### src/sv/swpf_pkg.sv
// shared types, constants and the byte-wide crc-16 update for the servo write framer
// no dependencies
package swpf_pkg;

  localparam int MAX_DATA_BYTES = 4;
  localparam int CNT_W = 3;
  localparam int POS_W = 4;

  localparam logic [15:0] CRC_POLY = 16'h8005;

  localparam logic [7:0] HDR_BYTE0 = 8'hFF;
  localparam logic [7:0] HDR_BYTE2 = 8'hFD;
  localparam logic [7:0] RSRV_BYTE = 8'h00;
  localparam logic [7:0] INST_WRITE = 8'h03;
  localparam logic [7:0] LEN_HI_BYTE = 8'h00;
  localparam logic [7:0] LEN_OVERHEAD = 8'd5;

  // byte positions of the fixed part of the packet
  localparam logic [POS_W-1:0] POS_HDR0 = 4'd0;
  localparam logic [POS_W-1:0] POS_HDR1 = 4'd1;
  localparam logic [POS_W-1:0] POS_HDR2 = 4'd2;
  localparam logic [POS_W-1:0] POS_RSRV = 4'd3;
  localparam logic [POS_W-1:0] POS_ID = 4'd4;
  localparam logic [POS_W-1:0] POS_LEN_LO = 4'd5;
  localparam logic [POS_W-1:0] POS_LEN_HI = 4'd6;
  localparam logic [POS_W-1:0] POS_INST = 4'd7;
  // crc low byte sits at count + this offset, high byte one later
  localparam logic [POS_W-1:0] POS_CRC_OFS = 4'd10;

  typedef struct packed {
    logic [15:0]      reg_address;
    logic [31:0]      write_value;
    logic [CNT_W-1:0] byte_count;
  } swpf_in_t;

  typedef struct packed {
    logic [7:0] tx_byte;
    logic       last_byte;
  } swpf_out_t;

  typedef struct packed {
    logic clear;
    logic update;
  } swpf_crc_ctl_t;

  function automatic logic [15:0] crc_add(input logic [15:0] crc, input logic [7:0] b);
    logic [15:0] c;
    c = crc ^ {b, 8'h00};
    for (int k = 0; k < 8; k++) begin
      if (c[15]) begin
        c = {c[14:0], 1'b0} ^ CRC_POLY;
      end else begin
        c = {c[14:0], 1'b0};
      end
    end
    return c;
  endfunction

endpackage

### src/sv/swpf_crc.sv
// running crc-16 (poly 8005, non-reflected, init 0), one byte per cycle while update is set
// depends on swpf_pkg
module swpf_crc (
  input  logic                   clk,
  input  logic                   rst_n,
  input  swpf_pkg::swpf_crc_ctl_t ctl,
  input  logic [7:0]             data,
  output logic [15:0]            crc
);

  logic [15:0] crc_r;
  logic [15:0] crc_nxt;

  always_comb begin
    crc_nxt = crc_r;
    if (ctl.clear) begin
      crc_nxt = 16'h0000;
    end else if (ctl.update) begin
      crc_nxt = swpf_pkg::crc_add(crc_r, data);
    end
  end

  always_ff @(posedge clk) begin
    if (!rst_n) begin
      crc_r <= 16'h0000;
    end else begin
      crc_r <= crc_nxt;
    end
  end

  assign crc = crc_r;

endmodule

### src/sv/servo_write_packet_framer_core.sv
// servo protocol 2.0 write packet framer: one request in, 12 + count bytes out
// depends on swpf_pkg and swpf_crc
// the first byte of an accepted item is loaded when the output register is free
// throughput: one byte per cycle while out_ready is high; address and value bytes
//   leave a 48-bit shift register a byte a cycle; in_ready low until last byte loads
// reset (synchronous, rst_n low): idle, output empty, crc cleared, servo id = 1
module servo_write_packet_framer_core (
  input  logic               clk,
  input  logic               rst_n,
  input  logic               in_valid,
  output logic               in_ready,
  input  swpf_pkg::swpf_in_t  in_data,
  output logic               out_valid,
  input  logic               out_ready,
  output swpf_pkg::swpf_out_t out_data,
  input  logic               cfg_wr_en,
  input  logic [7:0]         cfg_wr_data
);

  localparam int PW = swpf_pkg::POS_W;
  localparam int CW = swpf_pkg::CNT_W;

  logic [7:0]   id_r;
  logic         busy_r, busy_nxt;
  logic [PW-1:0] pos_r, pos_nxt;
  logic [CW-1:0] cnt_r, cnt_nxt;
  logic [47:0]  sh_r, sh_nxt;
  logic         oval_r, oval_nxt;
  swpf_pkg::swpf_out_t odat_r, odat_nxt;

  logic         accept;
  logic         load;
  logic [CW-1:0] cnt_sat;
  logic [PW-1:0] crc_lo_pos;
  logic [PW-1:0] crc_hi_pos;
  logic [7:0]   byte_sel;
  logic         shift_sel;
  logic         crc_upd;
  logic         last_sel;
  logic [15:0]  crc;
  swpf_pkg::swpf_crc_ctl_t crc_ctl;

  assign in_ready = !busy_r;
  assign accept = in_valid && in_ready;
  assign load = busy_r && (!oval_r || out_ready);

  always_comb begin
    cnt_sat = in_data.byte_count;
    if (in_data.byte_count > CW'(swpf_pkg::MAX_DATA_BYTES)) begin
      cnt_sat = CW'(swpf_pkg::MAX_DATA_BYTES);
    end else if (in_data.byte_count == '0) begin
      cnt_sat = CW'(1);
    end
  end

  assign crc_lo_pos = PW'(cnt_r) + swpf_pkg::POS_CRC_OFS;
  assign crc_hi_pos = crc_lo_pos + PW'(1);

  // packet byte for the current position
  always_comb begin
    byte_sel = sh_r[7:0];
    shift_sel = 1'b0;
    crc_upd = 1'b1;
    last_sel = 1'b0;
    unique case (pos_r) inside
      swpf_pkg::POS_HDR0, swpf_pkg::POS_HDR1: byte_sel = swpf_pkg::HDR_BYTE0;
      swpf_pkg::POS_HDR2:   byte_sel = swpf_pkg::HDR_BYTE2;
      swpf_pkg::POS_RSRV:   byte_sel = swpf_pkg::RSRV_BYTE;
      swpf_pkg::POS_ID:     byte_sel = id_r;
      swpf_pkg::POS_LEN_LO: byte_sel = 8'(cnt_r) + swpf_pkg::LEN_OVERHEAD;
      swpf_pkg::POS_LEN_HI: byte_sel = swpf_pkg::LEN_HI_BYTE;
      swpf_pkg::POS_INST:   byte_sel = swpf_pkg::INST_WRITE;
      default: begin
        if (pos_r == crc_lo_pos) begin
          byte_sel = crc[7:0];
          crc_upd = 1'b0;
        end else if (pos_r == crc_hi_pos) begin
          byte_sel = crc[15:8];
          crc_upd = 1'b0;
          last_sel = 1'b1;
        end else begin
          // address then value, low byte first
          shift_sel = 1'b1;
        end
      end
    endcase
  end

  assign crc_ctl.clear = accept;
  assign crc_ctl.update = load && crc_upd;

  swpf_crc u_crc (
    .clk  (clk),
    .rst_n(rst_n),
    .ctl  (crc_ctl),
    .data (byte_sel),
    .crc  (crc)
  );

  always_comb begin
    busy_nxt = busy_r;
    pos_nxt = pos_r;
    cnt_nxt = cnt_r;
    sh_nxt = sh_r;
    oval_nxt = oval_r;
    odat_nxt = odat_r;
    if (oval_r && out_ready) begin
      oval_nxt = 1'b0;
    end
    if (accept) begin
      busy_nxt = 1'b1;
      pos_nxt = '0;
      cnt_nxt = cnt_sat;
      sh_nxt = {in_data.write_value, in_data.reg_address};
    end else if (load) begin
      oval_nxt = 1'b1;
      odat_nxt.tx_byte = byte_sel;
      odat_nxt.last_byte = last_sel;
      pos_nxt = pos_r + PW'(1);
      if (shift_sel) begin
        sh_nxt = {8'h00, sh_r[47:8]};
      end
      if (last_sel) begin
        busy_nxt = 1'b0;
      end
    end
  end

  always_ff @(posedge clk) begin
    if (!rst_n) begin
      id_r <= 8'd1;
      busy_r <= 1'b0;
      pos_r <= '0;
      cnt_r <= CW'(1);
      oval_r <= 1'b0;
    end else begin
      if (cfg_wr_en) begin
        id_r <= cfg_wr_data;
      end
      busy_r <= busy_nxt;
      pos_r <= pos_nxt;
      cnt_r <= cnt_nxt;
      oval_r <= oval_nxt;
    end
  end

  always_ff @(posedge clk) begin
    sh_r <= sh_nxt;
    odat_r <= odat_nxt;
  end

  assign out_valid = oval_r;
  assign out_data = odat_r;

endmodule

### config.mk
export PLATFORM = sky130hd
export DESIGN_NAME = servo_write_packet_framer_core
export DESIGN_NICKNAME = d
export VERILOG_FILES = /design/src/sv/swpf_pkg.sv /design/src/sv/swpf_crc.sv /design/src/sv/servo_write_packet_framer_core.sv
export SDC_FILE = /design/constraint.sdc
export NUM_CORES = 1
export LEC_CHECK = 0
export BUFFER_PORTS_ARGS = -buffer_cell sky130_fd_sc_hd__buf_2
export CAP_MARGIN = 20
export CORE_MARGIN = 3
export CORE_UTILIZATION = 55
export CTS_BUF_LIST = sky130_fd_sc_hd__clkbuf_4 sky130_fd_sc_hd__clkbuf_8
export DETAILED_ROUTE_END_ITERATION = 10
export PLACE_DENSITY = 0.8
export SETUP_SLACK_MARGIN = 0.2
export SKIP_CTS_REPAIR_TIMING = 1
export SYNTH_ARGS = -nofsm -noshare
export SYNTH_HDL_FRONTEND = slang
export SYNTH_SLANG_ARGS = --single-unit
### constraint.sdc
create_clock -name clk -period 9.9 [get_ports clk]
set_input_delay 0.99 -clock clk [delete_from_list [all_inputs] [get_ports clk]]
set_output_delay 0.99 -clock clk [all_outputs]
set_load 0.02 [all_outputs]
# After elaboration in Yosys (flattened, before gate mapping)
# Cells that the tools add are included.
# word_totals
output_inout_bits	11
regBits	90
elab_cells	96
input_bits	64
# classes
n_reduce_logical	19
bitwise_logic	11
n_addsub	4
n_lt_le_gt_ge	1
muxes	43
n_eq_ne	9
# ops
cell	n
$mux 16	22
$mux 48	3
$pmux 8 s6	1
$not 3->3	8
$eq 4x3->1 const B	4
$mux 8	2
$xor 16x16->16	1
$mux 1	13
$add 4x1->4 const B	2
$eq 4x2->1 const B	2
$eq 4x4->1	2
$reduce_or 8->1	1
$mux 3	2
$reduce_and 2->1	3
$reduce_bool 2->1	3
$reduce_or 2->1	3
$add 3x3->4 const B	1
$add 3x4->4 const B	1
$eq 4x1->1 const B	1
$logic_and 1x1->1	4
$logic_not 4->1	1
$gt 3x3->1 const B	1
$logic_not 3->1	1
$logic_not 1->1	2
2 further kinds	3

# Longest topological paths before layout
# depth
word_depth	37
mapped_depth	12

# Cells and area by module
# A second synthesis with hierarchy kept.
# hier_totals
cells_unflattened	423
hier_area_um2	4391.7
# modules_own_cells
mod	area_each_um2	instances	cells_per_inst
servo_write_packet_framer_core	3574.7	1	346
swpf_crc	817.0	1	77

# Least setup slack after synthesis
# Ideal clock, no wire load.
# synth_path
kind	input -> register
startpoint	in out_ready
endpoint	reg sh_r[0], enable pin
arrival_ps	2875
slack_ps	6618
setup_time_ps	407
path_buffers	1
cell_stages	5
path_cell_list	nand2b_1 > and2_1 > clkbuf_1 > nand3_1 > nand2_1
# synth_via
elab_chain_cells	4
# synth_lines
item	line_no	rtl
from (decl)	servo_write_packet_framer_core.sv:14	input logic out_ready,
$logic_or 1x1->1	servo_write_packet_framer_core.sv:45	assign load = busy_r && (!oval_r || out_ready);
$logic_and 1x1->1	servo_write_packet_framer_core.sv:45	
$reduce_bool 2->1 (no source line)	--	
$reduce_and 2->1 (no source line)	--	
to (signal assigned)	servo_write_packet_framer_core.sv:148	sh_r <= sh_nxt;
to (decl)	servo_write_packet_framer_core.sv:27	logic [47:0] sh_r, sh_nxt;
# No other way between the ends.
# A chain may end at the register's enable or synchronous reset.

# Worst setup path after layout
# layout_path
startpoint	reg cnt_r[1]
endpoint	reg u_crc.crc_r[15], in the netlist u_crc.crc[15]
# layout_via
elab_chain_cells	30
word_cells_on_any_way	42
# layout_lines
item	line_no	rtl
from (decl)	servo_write_packet_framer_core.sv:26	logic [CW-1:0] cnt_r, cnt_nxt;
from (signal assigned)	servo_write_packet_framer_core.sv:142	cnt_r <= cnt_nxt;
$add 3x4->4	servo_write_packet_framer_core.sv:56	assign crc_lo_pos = PW'(cnt_r) + swpf_pkg::POS_CRC_OFS;
$add 4x1->4	servo_write_packet_framer_core.sv:57	assign crc_hi_pos = crc_lo_pos + PW'(1);
$eq 4x4->1	servo_write_packet_framer_core.sv:77	end else if (pos_r == crc_hi_pos) begin
$mux 8	servo_write_packet_framer_core.sv:77	
$mux 8	servo_write_packet_framer_core.sv:74	if (pos_r == crc_lo_pos) begin
$pmux 8 s6	servo_write_packet_framer_core.sv:65	unique case (pos_r) inside
$xor 16x16->16	swpf_pkg.sv:48	c = crc ^ {b, 8'h00};
$mux 16 / $not 3->3 (equally long branches)	--	
(+14 left out)	--	
$mux 16 (tied with other cells)	swpf_pkg.sv:50	if (c[15]) begin
$mux 16 (on tied branches)	swpf_crc.sv:18, swpf_pkg.sv:50	
$mux 16 (on tied branches)	swpf_crc.sv:16, swpf_crc.sv:18	
$not 3->3 (no source line) / $mux 16 (equally long branches)	--	
$mux 16	swpf_pkg.sv:50	
$mux 16	swpf_crc.sv:18	end else if (ctl.update) begin
$mux 16	swpf_crc.sv:16	if (ctl.clear) begin
$mux 16	swpf_pkg.sv:50	
to (signal assigned)	swpf_crc.sv:27	crc_r <= crc_nxt;
to (decl)	swpf_crc.sv:11	logic [15:0] crc_r;
# Parallel ways exist; a longest one is shown, timed or not. The select of a mux whose other input is x is not followed.

==> impl_metrics.toml <==
[yosys]
synth-simple-area-share_pct = 23.2
avgSynthCellArea_um2 = 9.67
yosysWarnings = 0
ys.flop_type = "edfxtp_1"
postSynthCellCount = 481
synth_top_family_by_area = "simple AND/OR/NAND/NOR gates"
synth_xor_area_share_pct = 5.84
syn_area_um2 = 4650
synth_async_sr_flop_share_pct = 0
synth_seq_cells = 90
synth-edff-count = 57
synth-compound-area-share_pct = 11.4
yosys.area.top_type = "edfxtp_1"
ys_seq_area_share_pct = 51.0
synth_mux_area_share_pct = 2.26
yosys.area_share.adder_pct = 2.42
syn-num-nets = 554
synth.distinct_cells = 64
synthTopCellsByArea = "edfxtp_1, dfxtp_1, nand2_1"
netlist.area_leader.share_pct = 36.8

[outcome]
status = "completed"

[placement]
io_buffers = 74
dp_slack_ns = 6.16
dp_hpwl_um = 6880
gp_congestion = 0.863
post_dp_cell_area_um2 = 5040

[route]
drt_iter0_drc = 262
dr.pass1.iters = 5
drc = 0
wl_per_cell_um = 15.1
drtAntennaViolNets = 0
vias = 3598
viasPerCell = 5.52
wl_um = 9840

[hold_path]
holdPathEnd = "u_crc.crc[13]"
hold_depth = 2
min_from = "u_crc.crc[5]"
hold_path.class = "reg -> reg"

[critical_path]
r2r_start = "cnt_r[1]"
reg2reg_slack_ns = 6.14
cp_max_fo = 7
r2r-end = "u_crc.crc[15]"
arrival_ns = 4.02
r2r_cells = 12
required_ns = 10.16
endpoint_kind = "flip-flop"
crit_type = "reg -> reg"
worstSetupStartpointType = "flip-flop"

[sta]
finClkSkew_ns = 0.0107
rsz0062_at_grt = "no"
setup_viol = 0
slew_headroom_pct = 32.0
fin_ws_ns = 6.14
fmax_mhz = 266
min_period_ns = 3.76
setup_tns_ns = 0
worst_pin_slew_ns = 1.02
final_hold_viol_count = 0
period_share_pct = 38.0
finalMaxSlewViolations = 0

[floorplan]
fp.dieW_um = 98.0
core_um2 = 7970
dieArea_um2 = 9600
num_rows = 32
start_util_pct = 58.4
io_pins = 75
die_h_um = 98.0

[finish]
design.final.nets = 618
design_area_um2 = 5240
layout_common_cells = "nand2_1, buf_2, edfxtp_1, nor2_1, dfxtp_1"
multi_input_area_um2 = 2110
area_growth_pct = 12.7
final_common_cell = "nand2_1"
drive_gt1_share_pct = 21.5
regArea_um2 = 2370
antennaDiodeCount = 0
fill_cells = 653

[power_and_ir_drop]
ir_worst_vdd_mv = 0.0940
power_density_nw_per_um2 = 162
p_leak_uw = 0.00217

[cts]
cts_tree = "yes"
clock-root-buffer = "clkbuf_8"
clkSinkCount = 90
clk_pin_slew_ns = 0.10
numCtsBuffers = 9
clk_latency_ns = 0.37
cts_max_path_buffers = 2
cts.htree.levels = 3

[grt]
overflow = 0
grt_pass1_wl_um = 16300
grt_max_degree = 53
grt_util_all_layers_pct = 21.1
grt_pass1_vias = 3528
antenna_found_initial = 0

[run]
drv_cap = 0
[cells in the mapped netlist (6+ instances only)]
library cell,number
edfxtp_1,57
inv_1,10
nor2b_1,9
dfxtp_1,33
mux2i_1,9
xnor2_1,10
clkbuf_1,17
a211oi_1,8
nand2_1,154
ha_1,9
a21oi_1,16
nor2_1,35
buf_6,6
o21ai_0,12
xor2_1,7
and2_1,12
[area by class of cell]
type,count,share of cell area [%]
clock inverter,7,1.12
timing repair buffer,78,7.88
sequential,90,45.3
inverter,10,0.716
clock buffer,9,2.36
multi-input combinational,356,40.2
tap,102,2.44
[state kept, by name, summed over array words and instances, names as in the netlist]
signal     cells
u_crc.crc     16
out_valid      1
busy_r         1
out_data       9
pos_r          4
cnt_r          3
id_r           8
sh_r          48
[per-layer routing]
| metal | vias to the layer above | global-route usage, % | part of all wire [%] |
|---|---|---|---|
| li1 | 1765 | - | - |
| met2 | 141 | 35.3 | 49 |
| met3 | 26 | 4.71 | 6.8 |
| met4 | 0 | 9.16 | 2.9 |
| met1 | 1666 | 26.1 | 42 |
| met5 | - | 0 | 0 |
[critical path, cell delays in order (launching register included)]
cell	delay (ns)
dfxtp_1	0.44
inv_1	0.10
ha_1	0.33
xnor2_2	0.25
xor2_1	0.16
nor3_1	0.64
buf_4	0.29
nor4_2	0.07
a211oi_4	0.29
xnor3_1	0.45
xnor3_2	0.30
mux2i_1	0.23
nand4b_1	0.11
[through the flow]
stage	hold slack, ns	utilization, %	std cells	total power (µW)
2_1_floorplan	0.442	-	481	569
3_3_place_gp	0.456	63.2	635	604
3_5_place_dp	0.481	63.2	635	611
4_1_cts	0.497	65.5	651	849
5_1_grt	0.516	65.8	652	885
6_report	0.497	65.8	652	849
[power by group]
part	internal [µW]	total (µW)	switching (µW)	leakage [µW]
clock network	95.8	244	148	0.0000877
logic	65.9	157	91.5	0.00128
registers	432	447	14.9	0.000812
total	594	849	254	0.00217
[logic make-up after synthesis]
group                    Yosys count
AO/OA/AOI/OAI                     71
buffers and inverters             35
adder cells (fa/ha/maj)            9
flip-flops                        90
XOR/XNOR                          23
multiplexers                      10
AND/OR/NAND/NOR                  243
[worst max-delay path by stage]
stage,cells after the start,startpoint,endpoint
floorplan,5,out_ready,sh_r[0]
global placement,12,cnt_r[1],u_crc.crc[15]
detailed placement,12,cnt_r[1],u_crc.crc[15]
CTS,12,cnt_r[1],u_crc.crc[15]
global route,12,cnt_r[1],u_crc.crc[15]
finish,12,cnt_r[1],u_crc.crc[15]
Power figures use the tool's default switching activity.
